--- config.mk ---
export PLATFORM = sky130hd
export DESIGN_NAME = base64_stream_codec_core
export DESIGN_NICKNAME = d
export VERILOG_FILES = /design/src/rtl/b64sc_pkg.sv /design/src/rtl/b64sc_step.sv /design/src/rtl/b64sc_outbuf.sv /design/src/rtl/base64_stream_codec_core.sv
export SDC_FILE = /design/constraint.sdc
export NUM_CORES = 1
export LEC_CHECK = 0
export ABC_AREA = 1
export BUFFER_PORTS_ARGS = -buffer_cell sky130_fd_sc_hd__buf_2
export CAP_MARGIN = 40
export CORE_AREA = 10 10 187 189
export DETAILED_ROUTE_END_ITERATION = 8
export DIE_AREA = 0 0 197 199
export GPL_TIMING_DRIVEN = 0
export PLACE_DENSITY_LB_ADDON = 0.12
export SLEW_MARGIN = 20
export SYNTH_ARGS = -nofsm -noshare
export SYNTH_HDL_FRONTEND = slang
export SYNTH_HIERARCHICAL = 1
export SYNTH_SLANG_ARGS = --single-unit
--- constraint.sdc ---
create_clock -name clk -period 4.6 [get_ports clk]
set_clock_uncertainty 0.05 [all_clocks]
set_input_delay 0.23 -clock clk [delete_from_list [all_inputs] [get_ports clk]]
set_output_delay 0.23 -clock clk [all_outputs]
set_load 0.05 [all_outputs]
--- src/rtl/b64sc_pkg.sv ---
package b64sc_pkg;

	// codec modes
	localparam logic MODE_ENCODE = 1'b0;
	localparam logic MODE_DECODE = 1'b1;

	// error codes
	localparam logic [1:0] ERR_NONE   = 2'd0;
	localparam logic [1:0] ERR_SYMBOL = 2'd1;
	localparam logic [1:0] ERR_LENGTH = 2'd2;

	// register indexes
	localparam logic REG_CODEC_MODE = 1'b0;

	localparam logic [7:0] PAD_CHAR  = 8'h3D;
	localparam logic [5:0] SYM_PLUS  = 6'd62;
	localparam logic [5:0] SYM_SLASH = 6'd63;

	localparam int MAX_RES = 4;

	typedef struct packed {
		logic [7:0] data;
		logic       last;
		logic [1:0] err;
	} res_t;

	typedef struct packed {
		logic [1:0]  phase;
		logic [17:0] held;
		logic        pad;
		logic        drop;
	} state_t;

	typedef struct packed {
		state_t                nxt;
		logic [2:0]            cnt;
		res_t [MAX_RES-1:0]    res;
	} step_t;

	// sextet to alphabet character
	function automatic logic [7:0] enc_char(input logic [5:0] v);
		logic [7:0] w;
		w = {2'b00, v};
		if (v < 6'd26) begin
			return 8'd65 + w;
		end else if (v < 6'd52) begin
			return 8'd97 + w - 8'd26;
		end else if (v < SYM_PLUS) begin
			return 8'd48 + w - 8'd52;
		end else if (v == SYM_PLUS) begin
			return 8'd43;
		end else begin
			return 8'd47;
		end
	endfunction

	// character to {valid, sextet}
	function automatic logic [6:0] sym_decode(input logic [7:0] c);
		logic [7:0] d;
		d = 8'd0;
		if (c >= 8'd65 && c <= 8'd90) begin
			d = c - 8'd65;
			return {1'b1, d[5:0]};
		end else if (c >= 8'd97 && c <= 8'd122) begin
			d = c - 8'd97 + 8'd26;
			return {1'b1, d[5:0]};
		end else if (c >= 8'd48 && c <= 8'd57) begin
			d = c - 8'd48 + 8'd52;
			return {1'b1, d[5:0]};
		end else if (c == 8'd43) begin
			return {1'b1, SYM_PLUS};
		end else if (c == 8'd47) begin
			return {1'b1, SYM_SLASH};
		end else begin
			return {1'b0, d[5:0]};
		end
	endfunction

endpackage

--- src/rtl/b64sc_step.sv ---
module b64sc_step (
	input  logic                 mode,
	input  b64sc_pkg::state_t    st,
	input  logic [7:0]           in_byte,
	input  logic                 in_last,
	output b64sc_pkg::step_t     step
);

	logic [1:0]  ph;
	logic [6:0]  sv;
	logic        err_hit;
	logic [1:0]  err_val;
	logic [7:0]  b0;
	logic [7:0]  b1;
	logic [5:0]  s0;
	logic [5:0]  s1;
	logic [5:0]  s2;
	b64sc_pkg::state_t clr;

	assign ph = st.phase;
	assign sv = b64sc_pkg::sym_decode(in_byte);
	assign clr = '0;

	always_comb begin
		step = '0;
		step.nxt = st;
		err_hit = 1'b0;
		err_val = b64sc_pkg::ERR_NONE;
		b0 = 8'd0;
		b1 = 8'd0;
		s0 = st.held[17:12];
		s1 = st.held[11:6];
		s2 = st.held[5:0];
		if (st.drop) begin
			if (in_last) begin
				step.nxt = clr;
			end
		end else if (mode == b64sc_pkg::MODE_ENCODE) begin
			if (ph < 2'd2) begin
				step.nxt.held = {2'b00, st.held[7:0], in_byte};
				step.nxt.phase = 2'(ph + 2'd1);
				if (in_last) begin
					step.nxt = clr;
					step.cnt = 3'd4;
					if (ph == 2'd0) begin
						step.res[0].data = b64sc_pkg::enc_char(in_byte[7:2]);
						step.res[1].data = b64sc_pkg::enc_char({in_byte[1:0], 4'b0000});
						step.res[2].data = b64sc_pkg::PAD_CHAR;
					end else begin
						b0 = st.held[7:0];
						b1 = in_byte;
						step.res[0].data = b64sc_pkg::enc_char(b0[7:2]);
						step.res[1].data = b64sc_pkg::enc_char({b0[1:0], b1[7:4]});
						step.res[2].data = b64sc_pkg::enc_char({b1[3:0], 2'b00});
					end
					step.res[3].data = b64sc_pkg::PAD_CHAR;
					step.res[3].last = 1'b1;
				end
			end else begin
				b0 = st.held[15:8];
				b1 = st.held[7:0];
				step.nxt = clr;
				step.cnt = 3'd4;
				step.res[0].data = b64sc_pkg::enc_char(b0[7:2]);
				step.res[1].data = b64sc_pkg::enc_char({b0[1:0], b1[7:4]});
				step.res[2].data = b64sc_pkg::enc_char({b1[3:0], in_byte[7:6]});
				step.res[3].data = b64sc_pkg::enc_char(in_byte[5:0]);
				step.res[3].last = in_last;
			end
		end else begin
			b0 = {s0, s1[5:4]};
			b1 = {s1[3:0], s2[5:2]};
			if (in_last && ph != 2'd3) begin
				err_hit = 1'b1;
				err_val = b64sc_pkg::ERR_LENGTH;
			end else if (ph < 2'd2) begin
				if (!sv[6]) begin
					err_hit = 1'b1;
					err_val = b64sc_pkg::ERR_SYMBOL;
				end else begin
					step.nxt.held = {st.held[11:0], sv[5:0]};
					step.nxt.phase = 2'(ph + 2'd1);
				end
			end else if (ph == 2'd2) begin
				if (in_byte == b64sc_pkg::PAD_CHAR) begin
					step.nxt.held = {st.held[11:0], 6'd0};
					step.nxt.pad = 1'b1;
					step.nxt.phase = 2'd3;
				end else if (!sv[6]) begin
					err_hit = 1'b1;
					err_val = b64sc_pkg::ERR_SYMBOL;
				end else begin
					step.nxt.held = {st.held[11:0], sv[5:0]};
					step.nxt.pad = 1'b0;
					step.nxt.phase = 2'd3;
				end
			end else begin
				if (in_byte == b64sc_pkg::PAD_CHAR) begin
					step.nxt = clr;
					step.res[0].data = b0;
					if (st.pad) begin
						step.cnt = 3'd1;
						step.res[0].last = in_last;
					end else begin
						step.cnt = 3'd2;
						step.res[1].data = b1;
						step.res[1].last = in_last;
					end
				end else if (!sv[6] || st.pad) begin
					err_hit = 1'b1;
					err_val = b64sc_pkg::ERR_SYMBOL;
				end else begin
					step.nxt = clr;
					step.cnt = 3'd3;
					step.res[0].data = b0;
					step.res[1].data = b1;
					step.res[2].data = {s2[1:0], sv[5:0]};
					step.res[2].last = in_last;
				end
			end
		end
		// single error item, then drop the rest of the message
		if (err_hit) begin
			step.res = '0;
			step.res[0].last = 1'b1;
			step.res[0].err = err_val;
			step.cnt = 3'd1;
			step.nxt = clr;
			step.nxt.drop = !in_last;
		end
	end

endmodule

--- src/rtl/b64sc_outbuf.sv ---
module b64sc_outbuf (
	input  logic                                  clk,
	input  logic                                  arst_n,
	input  logic                                  load,
	input  logic [2:0]                            load_cnt,
	input  b64sc_pkg::res_t [b64sc_pkg::MAX_RES-1:0] load_res,
	input  logic                                  out_stall,
	output logic                                  out_valid,
	output b64sc_pkg::res_t                       head,
	output logic                                  free
);

	b64sc_pkg::res_t [b64sc_pkg::MAX_RES-1:0] res_q;
	logic [2:0] cnt_q;
	logic       taken;

	assign out_valid = (cnt_q != 3'd0);
	assign taken = out_valid && !out_stall;
	// empty now, or last entry leaving at this edge
	assign free = (cnt_q == 3'd0) || (cnt_q == 3'd1 && taken);
	assign head = res_q[0];

	always_ff @(posedge clk or negedge arst_n) begin
		if (!arst_n) begin
			cnt_q <= 3'd0;
		end else if (load) begin
			cnt_q <= load_cnt;
		end else if (taken) begin
			cnt_q <= 3'(cnt_q - 3'd1);
		end
	end

	always_ff @(posedge clk) begin
		if (load) begin
			res_q <= load_res;
		end else if (taken) begin
			res_q <= {b64sc_pkg::res_t'('0), res_q[b64sc_pkg::MAX_RES-1:1]};
		end
	end

endmodule

--- src/rtl/base64_stream_codec_core.sv ---
// base64 stream codec, standard alphabet with '=' padding
// input channel: in_valid/in_stall carry in_byte and in_last; in_last marks
//   the final item of a message
// output channel: out_valid/out_stall carry out_byte, out_last, error_code
// apb port: one register at byte address 0, codec_mode (0 encode, 1 decode);
//   any write to it also clears the group state; write it only when idle
// encode: three bytes give four characters, a short final group is padded
// decode: four characters give one to three bytes; a bad symbol or a short
//   message gives one error item with out_last set, and the rest of the
//   message up to in_last is dropped
// data path: an accepted item sits in the input register, its results are
//   loaded from there into the result buffer once it is free, and are taken
//   from the buffer head one per cycle while out_stall is low
// throughput: items that give no result move on every cycle; an item that
//   gives results waits until the buffer has drained, so encode is bound by
//   the single-item output port
// reset: clears mode to encode, the group state and all valid flags
// while the receiver stalls, the head item holds and the input register
//   fills, then in_stall rises
module base64_stream_codec_core (
	input  logic        clk,
	input  logic        arst_n,
	input  logic        in_valid,
	output logic        in_stall,
	input  logic [7:0]  in_byte,
	input  logic        in_last,
	output logic        out_valid,
	input  logic        out_stall,
	output logic [7:0]  out_byte,
	output logic        out_last,
	output logic [1:0]  error_code,
	input  logic        psel,
	input  logic        penable,
	input  logic        pwrite,
	input  logic [2:0]  paddr,
	input  logic [31:0] pwdata,
	output logic [31:0] prdata,
	output logic        pready
);

	// input register
	logic              valid_s1;
	logic [7:0]        byte_s1;
	logic              last_s1;

	// group state
	logic              mode_q;
	b64sc_pkg::state_t state_q;

	b64sc_pkg::step_t  step;
	b64sc_pkg::res_t   head;
	logic              buf_free;
	logic              go_s1;
	logic              cfg_wr;

	assign pready = 1'b1;
	assign prdata = {31'd0, mode_q};
	assign cfg_wr = psel && penable && pwrite && (paddr[2] == b64sc_pkg::REG_CODEC_MODE);

	// per-item logic
	b64sc_step u_step (
		.mode    (mode_q),
		.st      (state_q),
		.in_byte (byte_s1),
		.in_last (last_s1),
		.step    (step)
	);

	// items with no result never wait on the output side
	assign go_s1 = valid_s1 && ((step.cnt == 3'd0) || buf_free);
	assign in_stall = valid_s1 && !go_s1;

	always_ff @(posedge clk or negedge arst_n) begin
		if (!arst_n) begin
			valid_s1 <= 1'b0;
		end else if (!in_stall) begin
			valid_s1 <= in_valid;
		end
	end

	always_ff @(posedge clk) begin
		if (!in_stall && in_valid) begin
			byte_s1 <= in_byte;
			last_s1 <= in_last;
		end
	end

	always_ff @(posedge clk or negedge arst_n) begin
		if (!arst_n) begin
			mode_q  <= b64sc_pkg::MODE_ENCODE;
			state_q <= '0;
		end else if (cfg_wr) begin
			mode_q  <= pwdata[0];
			state_q <= '0;
		end else if (go_s1) begin
			state_q <= step.nxt;
		end
	end

	// result buffer, drained one item per cycle while out_stall is low
	b64sc_outbuf u_outbuf (
		.clk       (clk),
		.arst_n    (arst_n),
		.load      (go_s1 && (step.cnt != 3'd0)),
		.load_cnt  (step.cnt),
		.load_res  (step.res),
		.out_stall (out_stall),
		.out_valid (out_valid),
		.head      (head),
		.free      (buf_free)
	);

	assign out_byte   = head.data;
	assign out_last   = head.last;
	assign error_code = head.err;

endmodule
# == Yosys cells after proc, flatten, opt, wreduce, memory -nomap -nowiden ==
# Index checks and enable logic that the tools add are counted.
# classes
add_sub_neg,52
muxes,119
eq_ne,21
n_reduce_logical,30
bitwise,1
n_lt_le_gt_ge,34
# op_table
op,count
2-to-1 mux 8 bit,43
adder 7 x 6 -> 8 bit (first input constant),18
2-to-1 mux 9 bit,16
less-than comparator 6 bit (second input constant),18
2-to-1 mux 25 bit,4
2-to-1 mux 22 bit,4
2-to-1 mux 44 bit,2
subtractor 8 x 5 -> 8 bit (second input constant),9
subtractor 8 x 6 -> 8 bit (second input constant),9
2-to-1 mux 69 bit,1
2-to-1 mux 34 bit,2
adder 6 x 6 -> 7 bit (first input constant),9
2-to-1 mux 21 bit,3
less-than comparator 6 x 5 -> 1 bit (second input constant),9
== test 6 bit (second input constant),7
2-to-1 mux 20 bit,2
2-to-1 mux 7 bit,5
2-to-1 mux 3 bit,9
== test 8 x 6 -> 1 bit (second input constant),3
2-to-1 mux 1 bit,18
greater-or-equal comparator 8 x 7 -> 1 bit (second input constant),2
less-or-equal comparator 8 x 7 -> 1 bit (second input constant),2
!= test 5 x 4 -> 1 bit (second input constant),3
2-to-1 mux 2 bit,7
other kinds (30),52
# word_totals
reg_bits,80
output_inout_bits,46
wordCells,278
input_bits,51

# == Logic depth before layout (Yosys ltp) ==
# Gate-level depths: netlist of the first run.
# logic_depth
word_depth,23
mapped_depth,28

# == Hierarchy ==
# Netlist of the first run, hierarchy kept.
# by_module_without_submodules
mod,area_each_um2,instances,cells_per_inst
b64sc_step,5393.9,1,1048
b64sc_outbuf,2180.8,1,220
base64_stream_codec_core,1635.3,1,163

# == Worst setup path after synthesis of the first run ==
# Ideal clock, no wire load.
# synth_timing
path_type,register -> register
from,register byte_s1[6]
to,register u_outbuf.res_q (netlist bit u_outbuf/head[0]) (enable)
slack_ns,1.086
path_buffers,4
stages_incl_launch_ff,23
period_less_slack_ns,3.514
arrival_ns,3.095
path_cell_list,edfxtp_1 buf_4 inv_1 clkbuf_1 ha_1 nand2_1 inv_2 nand3_1 nand2_1 nand2_2 nand2_4 nor2_8 nand2_2 nand3_2 buf_2 o21ai_0 nor2_2 nand2_2 nand3_1 inv_1 buf_6 inv_4 nand2_4
# synth_lines
element,line,source
start: declaration,base64_stream_codec_core.sv:43,logic [7:0] byte_s1;
start signal: assignment,base64_stream_codec_core.sv:83,byte_s1 <= in_byte;
end signal: assignment,b64sc_outbuf.sv:35,res_q <= load_res;
end signal: assignment,b64sc_outbuf.sv:37,"res_q <= {b64sc_pkg::res_t'('0), res_q[b64sc_pkg::MAX_RES-1:1]};"
end: declaration,b64sc_outbuf.sv:13,b64sc_pkg::res_t [b64sc_pkg::MAX_RES-1:0] res_q;

==> results of run 1 <==
layout by cell type, fill, tap and decap left out, types with 5 or more instances in the layout:
cell           count
ha_1              47
nor3_1            21
nand2_2           13
nand3_2            5
dfrtp_1           27
o211ai_1          20
buf_6              7
inv_1            121
edfxtp_1          53
dlygate4sd3_1     10
clkbuf_1          23
a31oi_1           11
o21ai_1           13
inv_2             17
nand3_1           84
o21ai_0          113
conb_1            38
a211oi_1          12
o311ai_0           6
xnor2_1            7
xor2_1            18
clkinv_1           5
buf_2             59
o31ai_1            6
nand4_1           32
a21oi_1           93
nand2_1          398
nor2_1           128
o22ai_1            8
clkbuf_16          9
nand2_4            7
buf_4             59
path summary, 6_finish.rpt:
path | slack, ns | cells after the start | from | to
max | 0.42 | 18 | byte_s1[1] | in_stall
min | 0.03 | 2 | in_valid | valid_s1
max reg2reg | 0.49 | 19 | byte_s1[4] | u_outbuf/res_q[37]
min reg2reg | 0.45 | 2 | state_q[16] | state_q[16]
max in group asynchronous | 3.67 | 2 | arst_n | state_q[20]
min in group asynchronous | 0.39 | 2 | arst_n | u_outbuf/cnt_q[2]
cells by family after synthesis:
group / Yosys count / share of synthesized area, %
AND/OR/NAND/NOR: 703 / 33.04
AO/OA/AOI/OAI: 307 / 19.25
buffers and inverters: 266 / 14.21
flip-flops: 80 / 24.62
adder cells (fa/ha/maj): 47 / 6.385
XOR/XNOR: 25 / 2.377
other: 3 / 0.1223
power by group through the flow:
stage               Clock (W)  Sequential [W]  Combinational, W
finish               0.000839         0.00133           0.00428
global route         0.000890         0.00137           0.00471
CTS                  0.000867         0.00134           0.00419
detailed placement          0         0.00135           0.00417
global placement            0         0.00135           0.00419
floorplan                   0         0.00127           0.00295
flip-flops by register name (all words and copies together), names as in the netlist:
register	cells
mode_q	1
u_outbuf/res_q	33
u_outbuf/head	11
state_q	22
last_s1	1
byte_s1	8
valid_s1	1
u_outbuf/cnt_q	3
layer usage:
layer	GRT usage [%]	vias to the layer above	part of all wire (%)
li1	-	4868	-
met1	25.11	4630	45
met2	31.21	361	46
met3	3.886	49	7.3
met4	5.896	2	2.2
met5	0	-	0.019
final cells by class:
class	instances	area share, %
Multi-Input combinational cell	1120	55.25
Timing Repair Buffer	43	2.562
Inverter	146	5.327
Clock buffer	9	2.155
Sequential cell	80	21.69
Buffer	118	7.159
Tap cell	402	4.813
Clock inverter	7	1.042
per-stage QoR:
stage / setup WS (ns) / power, W / utilization [%]
6_report: 0.4202 / 0.006446 / 33.47
5_1_grt: 0.05473 / 0.006963 / 33.47
4_1_cts: 0.04430 / 0.006398 / 33.40
3_5_place_dp: 0.01660 / 0.005524 / 32.02
3_3_place_gp: -0.01205 / 0.005541 / 32.02
2_1_floorplan: 1.086 / 0.004219 / -
worst max-delay path, cell delays in order, from the launching register on:
cell and delay (ns):
edfxtp_1 0.55, inv_1 0.45, ha_1 0.35, nand2_1 0.07, inv_1 0.05, nand2_1 0.05
nand3_1 0.14, nand2_4 0.13, nand2_4 0.14, nor2_8 0.07, nand2_2 0.10, nand3_2 0.17
buf_2 0.23, o21ai_0 0.36, nor2_2 0.06, nand2_2 0.09, nand2_4 0.10, nor2_1 0.13
buf_2 0.28
repair_timing:
action | in CTS | in global routing
gates resized for setup | 0 | 2
hold buffers | 10 | 0
setup endpoints to repair | 32 | 57
hold endpoints to repair | 36 | 0
==> summary.md, run 1 <==
| Metric | Value |
|---|---|
| Drt wl/cell | 19.65 microns |
| First-pass DRT Iterations | 5 |
| Core Footprint | 0.03123 sq mm |
| Crit path arrival time | 3.90 ns |
| Unique masters post-synth | between 50 and 60 |
| RSZ-0062 raised after global routing | no |
| Actual slew at the worst max-slew pin | about 0.79 ns |
| Hold Vio Cnt, Final | 0 |
| Routability cong. | 0.9448 |
| Final worst-path cycle share | 90.86% |
| Crit. End Element | output port |
| Final Max Slew Viols | 0 |
| Antenna Cells | 0 |
| Crit path launch type | flop |
| Peak VDD IR | 0.2173 mV |
| Largest net degree at the start of global routing | 50 |
| Fin area | 0.01045 sq mm |
| Io pins | 97 |
| Int Pwr | ~0.0029 W |
| Final min period | about 4.2 ns |
| H-Tree Depth | 3 |
| Final wirelength | between 30 and 40 mm |
| Most instantiated cells after synthesis | 398 x nand2_1, 128 x nor2_1, 122 x inv_1 |
| Post-DP Area | between 0.009 and 0.01 sq mm |
| Status | finished clean |
| Relative slew slack | 47.11% |
| Initial antenna violation count | 1 |
| Max Buffers Root-to-Sink | 2 |
| Worst-skew pair later-pin latency | 0.37 ns |
| Fmax | 0.2392 GHz |
| First-pass GRT wire length | 57.96 mm |
| Total CTS buffers | 9 |
| Flop and latch count out of synthesis | 80 |
| Yosys top cell area share | 17.28% |
| Share of cells above drive strength 1 | 13.07% |
| Die Width | ~200 microns |
| Clock share of power | 13.0% |
| Mapped Cells | around 1.4k |
| Logic gate share of total power | 66.3% |
| Setup TNS | 0 ns |
| DRT iter0 DRCs | 919 |
| Sequential area share after synthesis | 24.62% |
| Area of the die | 0.03920 sq mm |
| CTS root buf | clkbuf_16 |
| GRT overflow | 0 |
| Yosys warning total | 6 |
| Area of the multi-input gates | 0.005774 sq mm |
| Dominant cell type by area after synthesis | edfxtp_1 |
| Leak Pwr | 4.898 nW |
| Power Dens Cells | 616.8 mW/mm^2 |
| Area contributors post-synth | edfxtp_1 17%, nand2_1 16%, dfrtp_1 7.3% |
| Synth Flop Type | edfxtp_1 |
| Post-CTS setup buffer count | 0 |
| Total track usage | 19.23% |
| Crit path max fanout | 10 |
| Number of synthesized flops with an enable pin | 53 |
| Final setup viols | 0 |
| Port Buf Inserts | 31 |
| Ys async rst share | 33.75% |
| Final Non-Filler Cells | 1925 |
| Avg Vias per Cell | 5.148 |
| Max_cap viols | 0 |
| Worst-path clk slew | 0.08 ns |
| Count leader, synth | nand2_1 |
| CP Data Required Time | roughly 4.3 ns |
| Row count | 65 |
| # fillers | 3524 |
| Post-synthesis average cell area | 6.436 sq um |
| Crit Path Class | reg -> out |
| Starting Density | around 29% |
| Mapped Area | 0.009210 sq mm |
| Vias in the first global route | roughly 9.6k |
| Area grow syn2layout | 13.48% |
| # clock sinks | 80 |
| Hold slack | 0.02610 ns |
| Dpl cells | around 1.9k |
| Switching fraction of total power | 55.79% |
| Remaining DRCs | 0 |
| Hpwl dp | around 30 mm |
| CTS tree | yes |
| Register area | 0.002267 sq mm |
| Via Count | 9910 |
| Min-delay worst type | in -> reg |
| Die Ht | 199 microns |
| Net Sw Power | 0.003596 W |
| Sequential Power Share | 20.7% |
| DRT antenna net count | 0 |
| Total Nets Final | approximately 1.6k |
Power figures use the tool's default switching activity.
==> run 2, diff against run 1 <==
- CAP_MARGIN: 40 -> 20
- MAX_ROUTING_LAYER: default -> met4
- PLACE_DENSITY: default -> 0.58
- PLACE_DENSITY_LB_ADDON: 0.12 -> default
==> run 2 against run 1 <==
- sequential share of layout area rose by 0.078 points
- final area is 0.36% lower
- combinational power about the same
- register-to-register slack lost 0.11 ns
- core utilization shrank 0.12 points
- flip-flop and latch count stayed put
- clock-buffer cell count is the same
- critical path type unchanged
==> summary.md, run 2 (same netlist as run 1, synthesis figures left out) <==
| Metric | Value |
|---|---|
| Status | finished clean |
| CP Data Required Time | 4.32 ns (about the same) |
| Starting Density | 29.49% (unchanged) |
| Crit Path Class | reg -> out |
| # clock sinks | 80 (unchanged) |
| Final Max Slew Viols | 0 (unchanged) |
| Total CTS buffers | 9 (unchanged) |
| Crit. End Element | output port |
| Fmax | 0.2350 GHz (-1.8%) |
| Crit path launch type | flop |
| Actual slew at the worst max-slew pin | 0.8438 ns (+0.05038 ns) |
| GRT overflow | 0 (unchanged) |
| Relative slew slack | 43.03% (-4.1 points) |
| Port Buf Inserts | 31 (unchanged) |
| Setup TNS | 0 ns (unchanged) |
| # fillers | 3463 (-1.7%) |
| Min-delay worst type | in -> reg |
| Avg Vias per Cell | 5.249 (+2.0%) |
| Dpl cells | 1899 (unchanged) |
| Share of cells above drive strength 1 | 12.95% (-0.11 points) |
| Final Non-Filler Cells | 1923 (-0.10%) |
| Antenna Cells | 0 (unchanged) |
| Worst-skew pair later-pin latency | 0.38 ns (about the same) |
| Leak Pwr | 4.873 nW (-0.51%) |
| CTS root buf | clkbuf_16 |
| R2r setup slk | 0.38 ns (-0.11 ns) |
| Core Footprint | 0.03123 sq mm (unchanged) |
| DRT antenna net count | 0 (unchanged) |
| Row count | 65 (unchanged) |
| Drt wl/cell | 19.19 microns (-2.3%) |
| Remaining DRCs | 0 (unchanged) |
| RSZ-0062 raised after global routing | no |
| Peak VDD IR | 0.2505 mV (+15%) |
| Commonest non-fill, non-tap cell in the layout | nand2_1 |
| Die Ht | 199 microns (unchanged) |
| Hold Vio Cnt, Final | 0 (unchanged) |
| Die Width | 197 microns (unchanged) |
| Io pins | 97 (unchanged) |
| Crit path arrival time | 3.97 ns (+0.07 ns) |
| Crit path max fanout | 14 (+4) |
| First-pass DRT Iterations | 5 (unchanged) |
| Total Nets Final | 1614 (-0.12%) |
| Max Buffers Root-to-Sink | 2 (unchanged) |
| Register area | 0.002267 sq mm (unchanged) |
| Via Count | 10.09k (+1.9%) |
| Largest Register | u_outbuf/res_q |
| Final min period | 4.255 ns (+0.07477 ns) |
| H-Tree Depth | 3 (unchanged) |
| Most frequent cells in the layout | 398 x nand2_1, 128 x nor2_1, 121 x inv_1 |
| Area grow syn2layout | 13.07% |
| Total track usage | 18.91% (-0.32 points) |
| Hpwl dp | 28.54 mm (-3.5%) |
| Hold slack | 0.02288 ns (-0.003212 ns) |
| Area of the multi-input gates | 0.005774 sq mm (unchanged) |
| Final setup viols | 0 (unchanged) |
| DRT iter0 DRCs | 1084 (+18%) |
| CTS tree | yes |
| Area of the die | 0.03920 sq mm (unchanged) |
| Final worst-path cycle share | 92.49% (+1.6 points) |
| Routability cong. | 0.9735 (+3.0%) |
| Max reg flops | 33 (unchanged) |
| Post-CTS setup buffer count | 0 (unchanged) |
| First-pass GRT wire length | 55.96 mm (-3.5%) |
| Initial antenna violation count | 0 (-1) |
| Max_cap viols | 0 (unchanged) |
| Final wirelength | 36.90 mm (-2.4%) |
| Worst-path clk slew | 0.08 ns (about the same) |
| Vias in the first global route | 9541 (-1.1%) |
| Largest net degree at the start of global routing | 50 (unchanged) |
| Pwr Total | 0.006368 W (-1.2%) |
| Power Dens Cells | 611.5 mW/mm^2 (-0.85%) |
[run 2: cell count changes in the layout (fill, tap and decap cells not counted), sizes merged]
cell and delta:
clkbuf -1, clkinvlp +1, bufinv -1, buf -1
[run 2: report_power, final]
part / internal (W) / total (W) / switching, W
Combinational: 0.00122 / 0.00425 / 0.00303
Clock: 0.000431 / 0.000777 / 0.000346
Sequential: 0.00113 / 0.00134 / 0.000209
[run 2: path summary, 6_finish.rpt]
check | to | from | depth (start not counted)
worst max-delay path | in_stall | byte_s1[6] | 18
worst min-delay path | valid_s1 | in_valid | 2
worst max register to register | byte_s1[2] | byte_s1[5] | 19
worst min register to register | state_q[0] | state_q[0] | 2
max in group asynchronous | state_q[11] | arst_n | 2
min in group asynchronous | u_outbuf/cnt_q[2] | arst_n | 2
[run 2: layer usage]
layer / up-vias / track usage [%] / routed length [microns]
met1: 4767 / 24.04 / 16450
li1: 4867 / - / -
met4: 0 / 6.437 / 1088
met5: - / - / 0
met3: 66 / 3.515 / 2613
met2: 394 / 29.63 / 16750
[run 2: what timing repair did]
action / in CTS / in global routing
hold buffers: 10 / 0
hold endpoints to repair: 36 / 0
gates resized for setup: 0 / 2
endpoints found under the setup margin: 0 / 72
[run 2: per-stage QoR]
| stage | utilization (%) | area (sq um) | setup WS, ns |
|---|---|---|---|
| 2_1_floorplan | - | 9341 | 1.086 |
| 4_1_cts | 33.33 | 10410 | 0.03595 |
| 3_5_place_dp | 32.02 | 10000 | 0.07237 |
| 3_3_place_gp | 32.02 | 10000 | 0.08345 |
| 6_report | 33.35 | 10410 | 0.3455 |
| 5_1_grt | 33.35 | 10410 | 0.04665 |
[run 2: layout make-up]
type                            instances  share of cell area (%)
Clock buffer                            9                   2.163
Clock inverter                          7                  0.8050
Buffer                                118                   7.185
Sequential cell                        80                   21.77
Multi-Input combinational cell       1120                   55.45
Timing Repair Buffer                   41                   2.451
Inverter                              146                   5.347
Tap cell                              402                   4.830
[run 2: critical path: stages (launching register included)]
cell	delay, ns
edfxtp_1	0.40
buf_4	0.22
clkinvlp_4	0.30
ha_1	0.40
inv_1	0.22
nor2_1	0.08
nand2_1	0.08
nand2_2	0.11
nand2_4	0.14
nor2_8	0.06
nand2_2	0.09
nand3_2	0.17
buf_2	0.24
o21ai_0	0.41
nor2_2	0.06
nand2_2	0.09
nand2_4	0.10
nor2_1	0.12
buf_2	0.28
==> run 3, diff against run 2 <==
- BUFFER_PORTS_ARGS: -buffer_cell sky130_fd_sc_hd__buf_2 -> default
- CORE_AREA: 10 10 187 189 -> 10 10 175 177
- DIE_AREA: 0 0 197 199 -> 0 0 185 187
- DONT_BUFFER_PORTS: default -> 1
- PLACE_DENSITY: 0.58 -> 0.55
- SYNTH_HIERARCHICAL: 1 -> default
- clock period: 4.6 -> 4.2 ns (I/O delays scaled with it)
==> run 3 against run 2 <==
- via count decreased by 18%
- power decreased by 11%
- core utilization about the same
- clock power increased by 9.3%
- area after synthesis decreased by 12%
- first-iteration DRC count decreased by 2.2%
- critical endpoint unchanged
- largest cell class unchanged
==> summary.md, run 3 <==
| Metric | Value |
|---|---|
| Leak Pwr | 4.193 nW (-14%) |
| Number of synthesized flops with an enable pin | 47 (-11%) |
| Final worst-path cycle share | between 80% and 90% |
| Largest net degree at the start of global routing | 32 (-36%) |
| Dpl cells | 1572 (-17%) |
| Most instantiated cells after synthesis | 282 x nand2_1, 128 x inv_1, 107 x nor2_1 |
| RSZ-0062 raised after global routing | no |
| DRT iter0 DRCs | 1060 (-2.2%) |
| Actual slew at the worst max-slew pin | 0.7792 ns (-0.06457 ns) |
| Yosys warning total | 0 (-6) |
| Dominant cell type by area after synthesis | edfxtp_1 |
| Fin area | 0.009104 sq mm (-13%) |
| Post-synthesis mux area share | 0% (unchanged) |
| Sequential area share after synthesis | 25.90% (+1.3 points) |
| Mapped Area | 0.008059 sq mm (-12%) |
| Largest Register | u_outbuf.res_q |
| Vias in the first global route | 7827 (-18%) |
| Main combinational cell family by area after synthesis | simple AND/OR/NAND/NOR gates |
| Final setup viols | 0 (unchanged) |
| Area grow syn2layout | 12.96% (about the same) |
| Worst path cell trace | clkbuf_1, clkinvlp_4, buf_4, ha_1, nand2_1, inv_1, nand3_1, nand2_1, nand2_4, nand3_2, nand2_2, nand2_2, nand2_2, nand2_4, nand3_4, nand3_1, inv_1 |
| Total Nets Final | 1359 (-16%) |
| Final wirelength | 29.71 mm (-19%) |
| Final Max Slew Viols | 0 (unchanged) |
| Port Buf Inserts | 0 (-100%) |
| Crit path largest cell delay | 0.58 ns (+0.17 ns) |
| Row count | 61 (-6.2%) |
| Peak VDD IR | 0.2152 mV (-14%) |
| Count leader, synth | nand2_1 |
| Commonest non-fill, non-tap cell in the layout | nand2_1 |
| Most frequent CP cell | nand2_2 |
| Min-delay worst type | in -> reg |
| H-Tree Depth | 3 (unchanged) |
| Power Dens Cells | 623.7 mW/mm^2 (+2.0%) |
| Crit Path Class | reg -> out |
| Worst-skew pair later-pin latency | 0.36 ns (-0.02 ns) |
| Stages on the worst setup path | 17 (-1) |
| Final Non-Filler Cells | 1603 (-17%) |
| Share of cells above drive strength 1 | 10.90% (-2.1 points) |
| WP buf/inv | 5 (unchanged) |
| Worst-path clk slew | 0.07 ns (about the same) |
| CP Data Required Time | 3.94 ns (-0.38 ns) |
| Starting Density | 29.49% (about the same) |
| Reg2reg path depth | 18 (-1) |
| Die Width | 185 microns (-6.1%) |
| R2r setup slk | 0.53 ns (+0.15 ns) |
| Mapped Cells | 1195 (-16%) |
| Drt wl/cell | 18.54 microns (-3.4%) |
| CP startpoint | byte_s1[4] |
| Worst setup endpoint | in_stall |
| Avg Vias per Cell | 5.194 (-1.0%) |
| First-pass DRT Iterations | 5 (unchanged) |
| Max reg flops | 27 (-18%) |
| Post-DP Area | 0.008627 sq mm (-14%) |
| Antenna Cells | 0 (unchanged) |
| Core Footprint | 0.02732 sq mm (-13%) |
| Via Count | 8326 (-18%) |
| Crit path arrival time | 3.51 ns (-0.46 ns) |
| CTS tree | yes |
| Die Ht | 187 microns (-6.0%) |
| Relative slew slack | 48.00% (+5.0 points) |
| Hpwl dp | 23.17 mm (-19%) |
| Max Buffers Root-to-Sink | 2 (unchanged) |
| Synth Flop Type | edfxtp_1 |
| Fmax | 0.2650 GHz |
| Reg2reg end | u_outbuf.head[3] |
| Flop and latch count out of synthesis | 74 (-7.5%) |
| # clock sinks | 74 (-7.5%) |
| Status | finished clean |
| Setup TNS | 0 ns (unchanged) |
| Ys async rst share | 36.49% (+2.7 points) |
| Slowest cell on crit path | clkbuf_1 |
| Crit path launch type | flop |
| Most frequent cells in the layout | 281 x nand2_1, 127 x inv_1, 107 x nor2_1 |
| Initial antenna violation count | 0 (unchanged) |
| Synth Area in Simple Gates | 29.34% (-3.7 points) |
| Total CTS buffers | 9 (unchanged) |
| Area contributors post-synth | edfxtp_1 18%, nand2_1 13%, ha_1 8.7% |
| Post-synthesis average cell area | 6.744 sq um (+4.8%) |
| Total track usage | 17.58% (-1.3 points) |
| DRT antenna net count | 0 (unchanged) |
| Io pins | 97 (unchanged) |
| Unique masters post-synth | 50 (-7.4%) |
| Area of the die | 0.03460 sq mm (-12%) |
| Compound-Gate Fraction of Synth Area | 19.16% (-0.092 points) |
| Critical R2R Launch | byte_s1[4] |
| Max_cap viols | 0 (unchanged) |
| First-pass GRT wire length | 46.53 mm (-17%) |
| Routability cong. | 0.9854 (+1.2%) |
| Remaining DRCs | 0 (unchanged) |
| Yosys top cell area share | 17.51% (+0.23 points) |
| CP top delay family | buffers and inverters |
| GRT overflow | 0 (unchanged) |
| Crit path max fanout | 10 (-4) |
| Final min period | 3.773 ns |
| XOR/XNOR Fraction of Synth Area | 3.260% (+0.88 points) |
| Hold Vio Cnt, Final | 0 (unchanged) |
| Crit. End Element | output port |
| Synth Area in Adders | 8.694% (+2.3 points) |
| CTS root buf | clkbuf_16 |
[run 3: cells by family after synthesis]
group | count (synthesis)
other | 2
AO/OA/AOI/OAI | 265
AND/OR/NAND/NOR | 544
XOR/XNOR | 30
buffers and inverters | 224
flip-flops | 74
adder cells (fa/ha/maj) | 56
[run 3: worst min path at each step]
stage | startpoint | end | slack, ns | depth (start not counted)
finish | penable | mode_q | 0.16 | 2
global route | penable | mode_q | 0.18 | 2
CTS | penable | mode_q | 0.17 | 2
detailed placement | arst_n | mode_q | -0.13 | 0
global placement | arst_n | mode_q | -0.13 | 0
floorplan | arst_n | mode_q | -0.14 | 0
[run 3: area by class of cell]
class | count | area (sq um)
clock buffers | 9 | 225.2
inverters | 140 | 534.3
multi-input cells | 927 | 4995
fillers | 2976 | 18220
clock inverters | 7 | 85.08
well taps | 346 | 432.9
flip-flops and latches | 74 | 2087
plain buffers | 82 | 554.3
repair buffers | 18 | 190.2
[run 3: what timing repair did]
| action | 4_1_cts | 5_1_grt |
|---|---|---|
| hold endpoints to repair | 38 | 0 |
| hold buffers | 13 | 0 |
| buffers inserted | 0 | 4 |
| gates resized for setup | 0 | 1 |
| setup endpoints to repair | 0 | 48 |
[run 3: worst reg2reg max path, delay by kind of cell, from the launching register on]
kind                       cells  cell delay (ns)
adders and majority gates      1             0.30
buffers and inverters          5             1.24
DFF                            1             0.42
and+or+nand+nor               12             1.33
[run 3: layer usage]
metal,GRT usage (%),up-vias,wire [microns]
met5,-,-,0
met4,3.909,0,537
met3,2.758,36,2185
met2,27.12,340,13780
met1,23.59,3902,13210
li1,-,4048,-
[run 3: metrics by stage]
step / total power, W / hold slack (ns) / utilization (%) / worst slack [ns]
final: 0.005678 / 0.1650 / 33.32 / 0.4266
after global routing: 0.006093 / 0.1818 / 33.32 / 0.2230
after CTS: 0.005631 / 0.1669 / 33.22 / 0.01504
after detailed placement: 0.004752 / -0.1336 / 31.57 / 0.1307
after global placement: 0.004733 / -0.1338 / 31.49 / -0.7547
after floorplan: 0.003774 / -0.1356 / - / 0.5500
[run 3: report_power, final]
group          total, W  internal (W)  switching (W)
sequential      0.00135       0.00113       0.000219
clock          0.000849      0.000474       0.000375
combinational   0.00348       0.00102        0.00246
